File: config.mk
export PLATFORM = sky130hd
export DESIGN_NAME = bba_scan_unit
export DESIGN_NICKNAME = d
export VERILOG_FILES = /design/src/rtl/bitmap_block_allocator_core_defines.svh /design/src/rtl/bba_pkg.sv /design/src/rtl/bba_scan_unit.sv
export SDC_FILE = /design/constraint.sdc
export NUM_CORES = 1
export LEC_CHECK = 0
export BUFFER_PORTS_ARGS = -buffer_cell sky130_fd_sc_hd__buf_2
export CELL_PAD_IN_SITES_DETAIL_PLACEMENT = 1
export CELL_PAD_IN_SITES_GLOBAL_PLACEMENT = 2
export CORE_MARGIN = 3
export CORE_UTILIZATION = 22
export DETAILED_ROUTE_END_ITERATION = 12
export GPL_ROUTABILITY_DRIVEN = 0
export PLACE_DENSITY = 0.93
export REMOVE_ABC_BUFFERS = 1
export SLEW_MARGIN = 20
export SYNTH_ARGS = -nofsm -noshare
export SYNTH_HDL_FRONTEND = slang
export SYNTH_SLANG_ARGS = --single-unit
File: constraint.sdc
create_clock -name vclk -period 3.3
set_clock_uncertainty 0.2 [all_clocks]
set_input_delay 0.165 -clock vclk [all_inputs]
set_output_delay 0.165 -clock vclk [all_outputs]
set_load 0.05 [all_outputs]
File: src/rtl/bitmap_block_allocator_core_defines.svh
// Assertion macros for the allocator RTL.
`ifndef BITMAP_BLOCK_ALLOCATOR_CORE_DEFINES_SVH
`define BITMAP_BLOCK_ALLOCATOR_CORE_DEFINES_SVH

// Same-cycle implication, checked on every rising edge outside reset.
`define BBA_ASSERT_NOW(label, ante, cons, msg) \
  label: assert property (@(posedge clk) disable iff (!rst_n) (ante) |-> (cons)) \
    else $error(msg);

// Next-cycle implication, checked on every rising edge outside reset.
`define BBA_ASSERT_NEXT(label, ante, cons, msg) \
  label: assert property (@(posedge clk) disable iff (!rst_n) (ante) |=> (cons)) \
    else $error(msg);

`endif

File: src/rtl/bba_pkg.sv
package bba_pkg;

  localparam int unsigned MAX_BLOCKS_DEF    = 4096;
  localparam int unsigned MAP_WORD_BITS_DEF = 32;

  localparam int unsigned TOTAL_W     = 13;
  localparam int unsigned BLK_NUM_W   = 12;
  localparam int unsigned STATUS_W    = 2;
  localparam int unsigned IN_DATA_W   = 16;
  localparam int unsigned OUT_DATA_W  = 16;

  localparam logic [TOTAL_W-1:0] TOTAL_RESET = 13'd4096;

  localparam logic OP_ALLOC = 1'b0;
  localparam logic OP_FREE  = 1'b1;

  typedef enum logic [STATUS_W-1:0] {
    ST_OK           = 2'd0,
    ST_NO_FREE      = 2'd1,
    ST_ALREADY_FREE = 2'd2,
    ST_OUT_OF_RANGE = 2'd3
  } status_t;

endpackage

File: src/rtl/bba_scan_unit.sv
module bba_scan_unit #(
  parameter int unsigned MAP_WORD_BITS = bba_pkg::MAP_WORD_BITS_DEF,
  parameter int unsigned LIM_W         = 13
) (
  input  logic [MAP_WORD_BITS-1:0]         map_word,
  input  logic [LIM_W-1:0]                 rem_blocks,
  output logic                             found,
  output logic [$clog2(MAP_WORD_BITS)-1:0] bit_idx,
  output logic [MAP_WORD_BITS-1:0]         bit_onehot
);
  import bba_pkg::*;

  localparam int unsigned WORD_SHIFT = $clog2(MAP_WORD_BITS);

  logic [MAP_WORD_BITS-1:0] valid_mask;
  logic [MAP_WORD_BITS-1:0] free_bits;

  // Only bits that still fall below the block count take part in the search.
  always_comb begin
    for (int b = 0; b < MAP_WORD_BITS; b++) begin
      valid_mask[b] = (32'(b) < 32'(rem_blocks));
    end
  end

  assign free_bits  = ~map_word & valid_mask;
  // Two's complement trick isolates the lowest set bit.
  assign bit_onehot = free_bits & (~free_bits + MAP_WORD_BITS'(1));
  assign found      = |free_bits;

  always_comb begin
    bit_idx = '0;
    for (int b = 0; b < MAP_WORD_BITS; b++) begin
      if (bit_onehot[b]) begin
        bit_idx = bit_idx | WORD_SHIFT'(b);
      end
    end
  end

endmodule

==> results of run 1 <==
==> cell usage in the layout (no fill, tap or decap), drive strengths merged, types with 2 or more instances in the layout <==
| cell type | count |
|---|---|
| o31ai | 2 |
| a21o | 4 |
| buf | 107 |
| nor2b | 3 |
| clkbuf | 3 |
| a41oi | 2 |
| o22ai | 2 |
| a41o | 5 |
| a31oi | 8 |
| a21oi | 11 |
| a2111oi | 2 |
| nand4 | 5 |
| o211ai | 3 |
| o2111ai | 4 |
| inv | 8 |
| nand3 | 14 |
| nor4b | 4 |
| a211oi | 3 |
| nor3 | 11 |
| o21ai | 9 |
| nor2 | 23 |
| or4 | 3 |
| nand2 | 17 |
| a22oi | 2 |
| nand2b | 2 |
| nor4 | 11 |
| and2 | 7 |
| o21bai | 2 |
| o21a | 2 |
| and3 | 7 |
| and4 | 6 |
==> metrics by stage <==
| stage | util | power [mW] | hold slack [ns] | instance area, µm² | std cells |
|---|---|---|---|---|---|
| after detailed placement | 0.3390 | 0.1720 | 0.4956 | 2031 | 383 |
| final | 0.3532 | 0.1797 | 0.4933 | 2116 | 383 |
| after global placement | 0.3390 | 0.1685 | 0.4892 | 2031 | 383 |
| after global routing | 0.3532 | 0.1956 | 0.5285 | 2116 | 383 |
| after floorplan | - | 0.08304 | 0.2998 | 1306 | 198 |
| after CTS | 0.3417 | 0.1738 | 0.4969 | 2047 | 383 |
==> critical path, cell delays in order <==
cell and delay (ns):
sky130_fd_sc_hd__buf_2 0.11, sky130_fd_sc_hd__or4_4 0.56, sky130_fd_sc_hd__a2111oi_4 0.38, sky130_fd_sc_hd__o221ai_1 0.16, sky130_fd_sc_hd__nand4bb_1 0.25, sky130_fd_sc_hd__buf_4 0.20, sky130_fd_sc_hd__nor4_4 0.31, sky130_fd_sc_hd__buf_6 0.18
sky130_fd_sc_hd__and3_1 0.19, sky130_fd_sc_hd__nor3_1 0.06, sky130_fd_sc_hd__nand3_1 0.09, sky130_fd_sc_hd__buf_6 0.16
==> worst min-delay path by stage <==
| stage | startpoint | end | slack [ns] |
|---|---|---|---|
| floorplan | map_word[22] | bit_onehot[23] | 0.30 |
| global placement | map_word[6] | bit_onehot[6] | 0.49 |
| detailed placement | map_word[6] | bit_onehot[6] | 0.50 |
| CTS | map_word[6] | bit_onehot[6] | 0.50 |
| global route | map_word[6] | bit_onehot[6] | 0.53 |
| finish | map_word[6] | bit_onehot[6] | 0.49 |
==> power by group <==
group | internal [mW] | leakage, nW | switching, mW
registers | 0 | 0 | 0
logic | 0.0671 | 1.01 | 0.113
clock network | 0 | 0 | 0
==> logic make-up (layout without fill, tap and decap cells) <==
logic type / Yosys count / count (layout) / share of synthesized area
AND/OR/NAND/NOR: 120 / 120 / 0.5446
buffers and inverters: 23 / 118 / 0.07104
AO/OA/AOI/OAI: 70 / 70 / 0.3843
==> routing by layer <==
metal  vias to the layer above  part of all wire
li1                       1050                 -
met1                      1064              0.41
met2                        76              0.51
met3                         8             0.068
met4                         0             0.010
met5                         -                 0
==> what timing repair did <==
action                     in CTS  in global routing
pin swaps                       0                  2
setup endpoints to repair       5                  5
gates resized for setup         3                 18
hold endpoints to repair        0                  0
==> final cells by class <==
type	instances	area share
tap	75	0.04435
timing repair buffer	110	0.3105
inverter	8	0.01419
multi-input combinational	190	0.6310
==> impl_metrics.sql, run 1 <==
INSERT INTO impl_metrics (metric_group, metric, value, unit) VALUES
('status', 'run_status', 'complete, no violations', ''),
('route', 'detail_route.first_pass.iterations', '4', ''),
('critical_path', 'worstSetupEndpoint', 'bit_idx[2]', ''),
('global_route', 'maximum_number_of_pins_on_one_net_before_global_route_repair', '19', ''),
('cells_and_area', 'final.clkbuf_count', '0', ''),
('critical_path', 'worst-path-max-fanout', '9', ''),
('synthesis', 'biggest_area_consumer_among_synthesized_cells', 'sky130_fd_sc_hd__nor2_1', ''),
('power_and_ir_drop', 'vdd.ir_drop.worst', '0.03910', 'mV'),
('critical_path', 'critPathArrivalTime', '2.83', 'ns'),
('cells_and_area', 'layout.area.seq', '0', 'µm²'),
('synthesis', 'ys_top_cells_by_count', '22 x sky130_fd_sc_hd__nor2_1, 16 x sky130_fd_sc_hd__nand2_1, 14 x sky130_fd_sc_hd__nand3_1', ''),
('route', 'overall_via_count_from_detail_route', '2198', ''),
('worst_hold_path', 'min-delay-path-class', 'in2out', ''),
('synthesis', 'yosysSeqAreaShare', '0', ''),
('route', 'routed_via_density', '5.739', ''),
('cells_and_area', 'fraction_of_final_layout_cells_sized_beyond_drive_strength_1', '0.4253', ''),
('synthesis', 'synth_cells', '213', ''),
('die', 'top_level_ports', '83', ''),
('route', 'wl_per_cell', '18.20', 'µm'),
('critical_path', 'timing.critical_path.from', 'rem_blocks[10]', ''),
('synthesis', 'mappedNetlistArea', '1374', 'µm²'),
('cells_and_area', 'layout.filler_cells', '798', ''),
('timing', 'final-setup-viol-count', '0', ''),
('worst_hold_path', 'worst_hold_path.num_cells', '3', ''),
('timing', 'drv_slew', '0', ''),
('timing', 'final-hold-violation-count', '0', ''),
('timing', 'post-route-worst-setup-slack', '0.1018', 'ns'),
('timing', 'tns', '0', 'ns'),
('route', 'detailedRoute.firstIterationViolations', '123', ''),
('synthesis', 'synth_top_cells_by_area', 'sky130_fd_sc_hd__nor2_1 6.0%, sky130_fd_sc_hd__nand3_1 5.1%, sky130_fd_sc_hd__nand2_1 4.4%, sky130_fd_sc_hd__a21oi_1 4.0%, sky130_fd_sc_hd__nor3_1 4.0%', ''),
('critical_path', 'timing.setup.critical_path_class', 'in2out', ''),
('timing', 'rsz0062_at_grt', 'yes', ''),
('synthesis', 'yosys.cell_count.top_type', 'sky130_fd_sc_hd__nor2_1', ''),
('route', 'drc', '0', ''),
('cells_and_area', 'n_antenna_cell', '0', ''),
('global_route', 'global_route.usage.total', '0.1850', ''),
('timing', 'worst_slew_margin_rel', '0.6863', ''),
('timing', 'transition_time_of_the_tightest_slew_check_pin', '0.4587', 'ns'),
('critical_path', 'worstSetupStartpointType', 'input pin', ''),
('power_and_ir_drop', 'power_per_cell_area', '84.95', 'nW/µm²'),
('die', 'die_area', '7228', 'µm²'),
('critical_path', 'critPathCaptureType', 'primary output', ''),
('timing', 'fmax', '312.7', 'MHz'),
('place', 'placement.io_buffers', '83', ''),
('cells_and_area', 'area.growth.synth_to_final', '54.01', '%'),
('die', 'fp.dieW', '85.02', 'µm'),
('cells_and_area', 'multi_input_gate_area', '1335', 'µm²'),
('synthesis', 'synth.yosys.warnings', '0', ''),
('global_route', 'grt_use_met1', '0.2316', ''),
('critical_path', 'cp.required', '2.93', 'ns'),
('synthesis', 'post-synth-top-area-fraction', '0.06011', ''),
('place', 'dp_slack', '-0.1097', 'ns'),
('synthesis', 'synth_cell_type_count', '57', ''),
('route', 'totalWireLength', '6.972', 'mm'),
('power_and_ir_drop', 'p_leak', '1.008', 'nW'),
('job', 'drv_cap', '0', ''),
('global_route', 'globalRouteMet3Util', '0.02524', ''),
('global_route', 'grt_use_met2', '0.3446', ''),
('die', 'floorplan.initialDensity', '0.2293', ''),
('timing', 'min_period_over_period', '0.9692', ''),
('clock_tree', 'hold_buffers', '0', ''),
('route', 'final_antenna_net_count', '0', ''),
('global_route', 'first_global_vias', '2257', ''),
('die', 'rows', '28', ''),
('die', 'floorplan.core_area', '5991', 'µm²'),
('global_route', 'globalRouteOverflowTotal', '0', ''),
('cells_and_area', 'num-nets-final', '355', ''),
('global_route', 'antenna_found_initial', '0', ''),
('clock_tree', 'post-cts-setup-buffers', '0', ''),
('place', 'dp_hpwl', '5.895', 'mm'),
('global_route', 'top_usage_layer', 'met2', ''),
('cells_and_area', 'seq_cells', '0', ''),
('synthesis', 'synth_area_per_cell', '6.450', 'µm²'),
('global_route', 'grt_first_pass_wirelength', '11.25', 'mm'),
('timing', 'min_period', '3.198', 'ns'),
('die', 'fp.dieH', '85.02', 'µm');
(Power assumes the default switching activity.)
==> run 2, diff against run 1 <==
--- a/config.mk
+++ b/config.mk
@@ -5,6 +5,7 @@
 export SDC_FILE = /design/constraint.sdc
 export NUM_CORES = 1
 export LEC_CHECK = 0
+export ABC_AREA = 1
 export BUFFER_PORTS_ARGS = -buffer_cell sky130_fd_sc_hd__buf_2
 export CELL_PAD_IN_SITES_DETAIL_PLACEMENT = 1
 export CELL_PAD_IN_SITES_GLOBAL_PLACEMENT = 2
@@ -12,7 +13,7 @@
 export CORE_UTILIZATION = 22
 export DETAILED_ROUTE_END_ITERATION = 12
 export GPL_ROUTABILITY_DRIVEN = 0
-export PLACE_DENSITY = 0.93
+export PLACE_DENSITY = 0.94
 export REMOVE_ABC_BUFFERS = 1
 export SLEW_MARGIN = 20
 export SYNTH_ARGS = -nofsm -noshare
==> run 2 against run 1 <==
  * Final cell count is 52% higher
  * Worst hold slack better by 0.079 ns
  * Sequential cell count stayed put
  * Global-route usage is 3.0 points lower
  * Worst setup slack better by 0.34 ns
  * Area after synthesis is 34% higher
  * Non-clock buffer count is 26 lower
  * First-iteration DRC count is 50% lower
  * Final area is 11% higher
  * Die area is 32% higher
  * Synthesized cell count is 88% higher
  * Sequential share of layout area stayed put
  * Critical path type unchanged
  * Largest cell class unchanged
==> impl_metrics.sql, run 2 <==
INSERT INTO impl_metrics (metric_group, metric, value, unit) VALUES
('status', 'run_status', 'complete, no violations', ''),
('global_route', 'global_route.usage.total', '0.1552', ''),
('clock_tree', 'hold_buffers', '0', ''),
('place', 'dp_slack', '0.4336', 'ns'),
('synthesis', 'biggest_area_consumer_among_synthesized_cells', 'sky130_fd_sc_hd__nand2_1', ''),
('critical_path', 'cp_cell_sequence', 'buf_2 > nor2_1 > nand2_1 > nor2_4 > buf_4 > nand2_1 > nand2_1 > nand2_1 > nor2_2 > inv_1 > nor2_1 > nand3_1 > o21ai_2 > nor2_1 > nand3b_1 > buf_2', ''),
('power_and_ir_drop', 'p_leak', '1.627', 'nW'),
('place', 'dp_hpwl', '6.661', 'mm'),
('global_route', 'grt_first_pass_wirelength', '12.74', 'mm'),
('clock_tree', 'post-cts-setup-buffers', '0', ''),
('critical_path', 'path_common_cell', 'sky130_fd_sc_hd__nand2_1', ''),
('cells_and_area', 'n_antenna_cell', '0', ''),
('place', 'detailed_place.area', '2355', 'µm²'),
('power_and_ir_drop', 'clkPwrFrac', '0', ''),
('global_route', 'antenna_found_initial', '0', ''),
('clock_tree', 'cts_repair_resize_count', '0', ''),
('route', 'drc', '0', ''),
('timing', 'rsz0062_at_grt', 'no', ''),
('die', 'floorplan.core_area', '7928', 'µm²'),
('cells_and_area', 'fraction_of_final_layout_cells_sized_beyond_drive_strength_1', '0.2979', ''),
('cells_and_area', 'final_area', '2355', 'µm²'),
('power_and_ir_drop', 'total_switching_power', '0.1222', 'mW'),
('critical_path', 'timing.setup.critical_path_class', 'in2out', ''),
('critical_path', 'max_stage_delay', '0.35', 'ns'),
('route', 'detail_route.first_pass.iterations', '4', ''),
('cells_and_area', 'leading_cell_type_in_the_layout_fill_and_taps_excluded', 'sky130_fd_sc_hd__nand2_1', ''),
('critical_path', 'critical_path.n_buffers_inverters', '4', ''),
('die', 'fp.dieW', '97.62', 'µm'),
('route', 'final_antenna_net_count', '0', ''),
('route', 'overall_via_count_from_detail_route', '2588', ''),
('timing', 'drv_slew', '0', ''),
('cells_and_area', 'seq_cells', '0', ''),
('global_route', 'globalRouteOverflowTotal', '0', ''),
('cells_and_area', 'final.clkbuf_count', '0', ''),
('die', 'top_level_ports', '83', ''),
('cells_and_area', 'num-nets-final', '527', ''),
('timing', 'final-hold-violation-count', '0', ''),
('timing', 'post-route-worst-setup-slack', '0.4419', 'ns'),
('power_and_ir_drop', 'power_per_cell_area', '75.37', 'nW/µm²'),
('timing', 'min_period_over_period', '0.8661', ''),
('power_and_ir_drop', 'cellInternalPower', '0.05525', 'mW'),
('critical_path', 'crit_path_top_delay_cell', 'sky130_fd_sc_hd__nor2_4', ''),
('worst_hold_path', 'hold_path_startpoint', 'map_word[3]', ''),
('synthesis', 'synth_top_cells_by_area', 'sky130_fd_sc_hd__nand2_1 25%, sky130_fd_sc_hd__inv_1 17%, sky130_fd_sc_hd__nand3_1 11%, sky130_fd_sc_hd__nor2_1 11%, sky130_fd_sc_hd__nand2_2 7.1%', ''),
('cells_and_area', 'layout.area.seq', '0', 'µm²'),
('timing', 'final-setup-viol-count', '0', ''),
('critical_path', 'worstSetupStartpointType', 'input pin', ''),
('die', 'rows', '32', ''),
('synthesis', 'yosysSeqAreaShare', '0', ''),
('synthesis', 'synth_cells', '401', ''),
('critical_path', 'critPathCaptureType', 'primary output', ''),
('synthesis', 'mappedNetlistArea', '1847', 'µm²'),
('critical_path', 'critPathArrivalTime', '2.49', 'ns'),
('critical_path', 'worst-path-max-fanout', '18', ''),
('route', 'routed_via_density', '4.447', ''),
('die', 'fp.dieH', '97.62', 'µm'),
('worst_hold_path', 'min-delay-path-class', 'in2out', ''),
('synthesis', 'synth_cell_type_count', '24', ''),
('worst_hold_path', 'holdPathEnd', 'bit_onehot[3]', ''),
('timing', 'fmax', '349.9', 'MHz'),
('power_and_ir_drop', 'p_seq_frac', '0', ''),
('timing', 'transition_time_of_the_tightest_slew_check_pin', '0.3979', 'ns'),
('power_and_ir_drop', 'vdd.ir_drop.worst', '0.03669', 'mV'),
('power_and_ir_drop', 'pwr-share-comb', '1.000', ''),
('route', 'wl_per_cell', '12.69', 'µm'),
('timing', 'min_period', '2.858', 'ns'),
('timing', 'worst_slew_margin_rel', '0.7341', ''),
('cells_and_area', 'final_util', '0.2970', ''),
('job', 'drv_cap', '0', ''),
('synthesis', 'synth_area_per_cell', '4.605', 'µm²'),
('global_route', 'first_global_vias', '2769', ''),
('synthesis', 'post-synth-top-area-fraction', '0.2500', ''),
('route', 'detailedRoute.firstIterationViolations', '62', ''),
('synthesis', 'synth.yosys.warnings', '0', ''),
('timing', 'tns', '0', 'ns'),
('power_and_ir_drop', 'swShare', '0.6887', ''),
('route', 'totalWireLength', '7.387', 'mm'),
('die', 'floorplan.initialDensity', '0.2330', ''),
('cells_and_area', 'mostFrequentLayoutCells', '123 x sky130_fd_sc_hd__nand2_1, 85 x sky130_fd_sc_hd__inv_1, 83 x sky130_fd_sc_hd__buf_2', ''),
('timing', 'fin_worst_hold_slack', '0.5721', 'ns'),
('worst_hold_path', 'worst_hold_path.num_cells', '5', ''),
('critical_path', 'path_delay_family', 'simple AND/OR/NAND/NOR gates', ''),
('synthesis', 'yosys.cell_count.top_type', 'sky130_fd_sc_hd__nand2_1', ''),
('die', 'die_area', '9530', 'µm²'),
('synthesis', 'ys_top_cells_by_count', '123 x sky130_fd_sc_hd__nand2_1, 85 x sky130_fd_sc_hd__inv_1, 53 x sky130_fd_sc_hd__nor2_1', ''),
('global_route', 'maximum_number_of_pins_on_one_net_before_global_route_repair', '19', ''),
('critical_path', 'cp.required', '2.93', 'ns'),
('cells_and_area', 'area.growth.synth_to_final', '27.51', '%'),
('place', 'placement.io_buffers', '83', '');
run 2: cell count changes after synthesis, moves of 7 or more:
| cell | previous run | this run |
|---|---|---|
| sky130_fd_sc_hd__nor2_1 | 22 | 53 |
| sky130_fd_sc_hd__a31oi_1 | 8 | 0 |
| sky130_fd_sc_hd__and2_1 | 7 | 0 |
| sky130_fd_sc_hd__nor2_2 | 0 | 14 |
| sky130_fd_sc_hd__clkbuf_1 | 10 | 0 |
| sky130_fd_sc_hd__nand2_1 | 16 | 123 |
| sky130_fd_sc_hd__inv_1 | 8 | 85 |
| sky130_fd_sc_hd__nand2_2 | 1 | 21 |
| sky130_fd_sc_hd__inv_2 | 0 | 11 |
| sky130_fd_sc_hd__and3_1 | 7 | 0 |
| sky130_fd_sc_hd__nand3_1 | 14 | 41 |
run 2: area by class of cell:
class	count	area, µm²
fillers	1163	5573
inverters	96	360.3
multi-input cells	300	1444
well taps	102	127.6
repair buffers	84	422.9
run 2: power groups by stage:
stage | sequential (mW) | combinational [mW] | clock [mW]
6_report | 0 | 0.177 | 0
3_3_place_gp | 0 | 0.175 | 0
3_5_place_dp | 0 | 0.178 | 0
4_1_cts | 0 | 0.179 | 0
5_1_grt | 0 | 0.202 | 0
2_1_floorplan | 0 | 0.113 | 0
run 2: cells by family after synthesis:
kind of cell           share of synthesized area
AO/OA/AOI/OAI                            0.04268
buffers and inverters                     0.2182
AND/OR/NAND/NOR                           0.7392
run 2: worst max path at each step:
stage,startpoint,endpoint,slack [ns],cells after the start
global route,rem_blocks[8],bit_idx[2],0.14,16
detailed placement,rem_blocks[8],bit_idx[2],0.43,16
floorplan,rem_blocks[8],bit_idx[2],0.24,13
global placement,rem_blocks[8],bit_idx[2],0.51,16
CTS,rem_blocks[8],bit_idx[2],0.42,16
finish,rem_blocks[8],bit_idx[2],0.44,16
run 2: routing by layer:
metal	GRT usage	share of wire
met1	0.2051	0.47
met4	0.005325	0.0019
met5	0	0
met3	0.005743	0.040
met2	0.2926	0.49
run 2: through the flow:
stage | cells | power [mW]
after CTS | 582 | 0.1788
final | 582 | 0.1775
after floorplan | 396 | 0.1134
after global routing | 582 | 0.2017
after detailed placement | 582 | 0.1780
after global placement | 582 | 0.1748
run 2: worst min-delay path, stage by stage:
cell	delay (ns)
sky130_fd_sc_hd__buf_2	0.07
sky130_fd_sc_hd__inv_1	0.04
sky130_fd_sc_hd__nand3_1	0.09
sky130_fd_sc_hd__inv_1	0.04
sky130_fd_sc_hd__buf_2	0.20
==> run 3, diff against run 2 <==
--- a/config.mk
+++ b/config.mk
@@ -7,13 +7,11 @@
 export LEC_CHECK = 0
 export ABC_AREA = 1
 export BUFFER_PORTS_ARGS = -buffer_cell sky130_fd_sc_hd__buf_2
-export CELL_PAD_IN_SITES_DETAIL_PLACEMENT = 1
-export CELL_PAD_IN_SITES_GLOBAL_PLACEMENT = 2
 export CORE_MARGIN = 3
-export CORE_UTILIZATION = 22
+export CORE_UTILIZATION = 51
 export DETAILED_ROUTE_END_ITERATION = 12
 export GPL_ROUTABILITY_DRIVEN = 0
-export PLACE_DENSITY = 0.94
+export PLACE_DENSITY = 0.95
 export REMOVE_ABC_BUFFERS = 1
 export SLEW_MARGIN = 20
 export SYNTH_ARGS = -nofsm -noshare
==> run 3 against run 2 <==
  * Maximum frequency about the same
  * Highest routed layer unchanged
  * Via count rose by 5.8%
  * Wire length shrank 21%
  * Count of clock-buffer cells in the layout did not move
  * Worst setup slack about the same
  * Final area down 3.0%
  * Combinational power is 2% lower
  * Worst hold slack gained 0.0057 ns
==> impl_metrics.sql, run 3 (synthesis gave the netlist of run 2 again) <==
INSERT INTO impl_metrics (metric_group, metric, value, unit) VALUES
('cells_and_area', 'layout.area.seq', '0', 'µm²'),
('global_route', 'grt_first_pass_wirelength', '9.722', 'mm'),
('cells_and_area', 'mostFrequentLayoutCells', '123 x sky130_fd_sc_hd__nand2_1, 85 x sky130_fd_sc_hd__inv_1, 83 x sky130_fd_sc_hd__buf_2', ''),
('route', 'routed_via_density', '5.205', ''),
('timing', 'fmax', '349.9', 'MHz'),
('cells_and_area', 'fraction_of_final_layout_cells_sized_beyond_drive_strength_1', '0.2979', ''),
('die', 'rows', '21', ''),
('critical_path', 'critPathCaptureType', 'primary output', ''),
('worst_hold_path', 'min-delay-path-class', 'in2out', ''),
('place', 'placement.io_buffers', '83', ''),
('global_route', 'maximum_number_of_pins_on_one_net_before_global_route_repair', '30', ''),
('cells_and_area', 'leading_cell_type_in_the_layout_fill_and_taps_excluded', 'sky130_fd_sc_hd__nand2_1', ''),
('critical_path', 'cp.required', '2.93', 'ns'),
('route', 'totalWireLength', '5.812', 'mm'),
('route', 'wl_per_cell', '11.05', 'µm'),
('critical_path', 'worstSetupStartpointType', 'input pin', ''),
('global_route', 'antenna_found_initial', '0', ''),
('power_and_ir_drop', 'power_per_cell_area', '75.57', 'nW/µm²'),
('status', 'run_status', 'complete, no violations', ''),
('critical_path', 'cp_cell_sequence', 'buf_2 > nor2_1 > nand2_1 > nor2_4 > nand2_1 > nand2_2 > nand2_2 > nor2_1 > nand2_2 > nor2_8 > nand3_1 > o21ai_2 > nor2_1 > nand3b_1 > buf_2', ''),
('critical_path', 'critPathArrivalTime', '2.49', 'ns'),
('cells_and_area', 'layout.filler_cells', '342', ''),
('timing', 'drv_slew', '0', ''),
('timing', 'final-setup-viol-count', '0', ''),
('critical_path', 'path_delay_family', 'simple AND/OR/NAND/NOR gates', ''),
('clock_tree', 'cts_repair_resize_count', '0', ''),
('timing', 'final-hold-violation-count', '0', ''),
('job', 'drv_cap', '0', ''),
('die', 'fp.dieW', '66.18', 'µm'),
('timing', 'worst_slew_margin_rel', '0.6346', ''),
('clock_tree', 'post-cts-setup-buffers', '0', ''),
('timing', 'min_period', '2.858', 'ns'),
('critical_path', 'worst-path-max-fanout', '29', ''),
('die', 'fp.dieH', '66.18', 'µm'),
('die', 'die_area', '4379', 'µm²'),
('place', 'dp_hpwl', '5.017', 'mm'),
('power_and_ir_drop', 'vdd.ir_drop.worst', '0.05943', 'mV'),
('route', 'overall_via_count_from_detail_route', '2738', ''),
('timing', 'fin_worst_hold_slack', '0.5778', 'ns'),
('route', 'detailedRoute.firstIterationViolations', '235', ''),
('cells_and_area', 'final.clkbuf_count', '0', ''),
('timing', 'transition_time_of_the_tightest_slew_check_pin', '0.5468', 'ns'),
('timing', 'min_period_over_period', '0.8660', ''),
('timing', 'rsz0062_at_grt', 'no', ''),
('die', 'floorplan.core_area', '3416', 'µm²'),
('cells_and_area', 'multi_input_gate_area', '1444', 'µm²'),
('cells_and_area', 'seq_cells', '0', ''),
('timing', 'tns', '0', 'ns'),
('clock_tree', 'hold_buffers', '0', ''),
('critical_path', 'timing.setup.critical_path_class', 'in2out', ''),
('die', 'floorplan.initialDensity', '0.5407', ''),
('critical_path', 'max_stage_delay', '0.46', 'ns'),
('route', 'detail_route.first_pass.iterations', '6', ''),
('global_route', 'globalRouteOverflowTotal', '0', ''),
('die', 'top_level_ports', '83', ''),
('critical_path', 'critical_path.n_buffers_inverters', '2', ''),
('route', 'drc', '0', ''),
('route', 'final_antenna_net_count', '0', ''),
('cells_and_area', 'n_antenna_cell', '0', ''),
('global_route', 'global_route.usage.total', '0.2681', ''),
('global_route', 'first_global_vias', '2427', ''),
('cells_and_area', 'num-nets-final', '527', ''),
('cells_and_area', 'area.growth.synth_to_final', '23.71', '%'),
('critical_path', 'crit_path_top_delay_cell', 'sky130_fd_sc_hd__nor2_4', ''),
('power_and_ir_drop', 'p_leak', '1.627', 'nW');
==> run 3: path summary, 6_finish.rpt <==
path | from | to | cells past startpoint
hold / removal | map_word[0] | bit_onehot[1] | 4
setup / recovery | rem_blocks[8] | bit_idx[2] | 15
==> run 3: metrics by stage <==
step / std cells / cell area (µm²) / utilization / worst slack, ns / total power, mW
2_1_floorplan: 396 / 1804 / - / 0.2394 / 0.1134
5_1_grt: 526 / 2285 / 0.6689 / 0.1290 / 0.1911
3_3_place_gp: 526 / 2285 / 0.6689 / 0.5366 / 0.1650
4_1_cts: 526 / 2285 / 0.6689 / 0.4739 / 0.1701
3_5_place_dp: 526 / 2285 / 0.6689 / 0.4730 / 0.1693
6_report: 526 / 2285 / 0.6689 / 0.4423 / 0.1727
==> run 3: layout make-up <==
class	instances	share of cell area
tap	46	0.02519
timing repair buffer	84	0.1851
inverter	96	0.1577
multi-input combinational	300	0.6320
==> run 3: routing by layer <==
metal	routed length (µm)	part of all wire	track usage
met3	638	0.11	0.02211
met1	2333	0.40	0.3407
met2	2677	0.46	0.4758
met5	0	0	0
met4	161	0.028	0.07614
==> run 3: report_power, final <==
| part | switching (mW) | internal [mW] |
|---|---|---|
| sequential | 0 | 0 |
| combinational | 0.117 | 0.0553 |
| clock | 0 | 0 |
| total | 0.117 | 0.0553 |
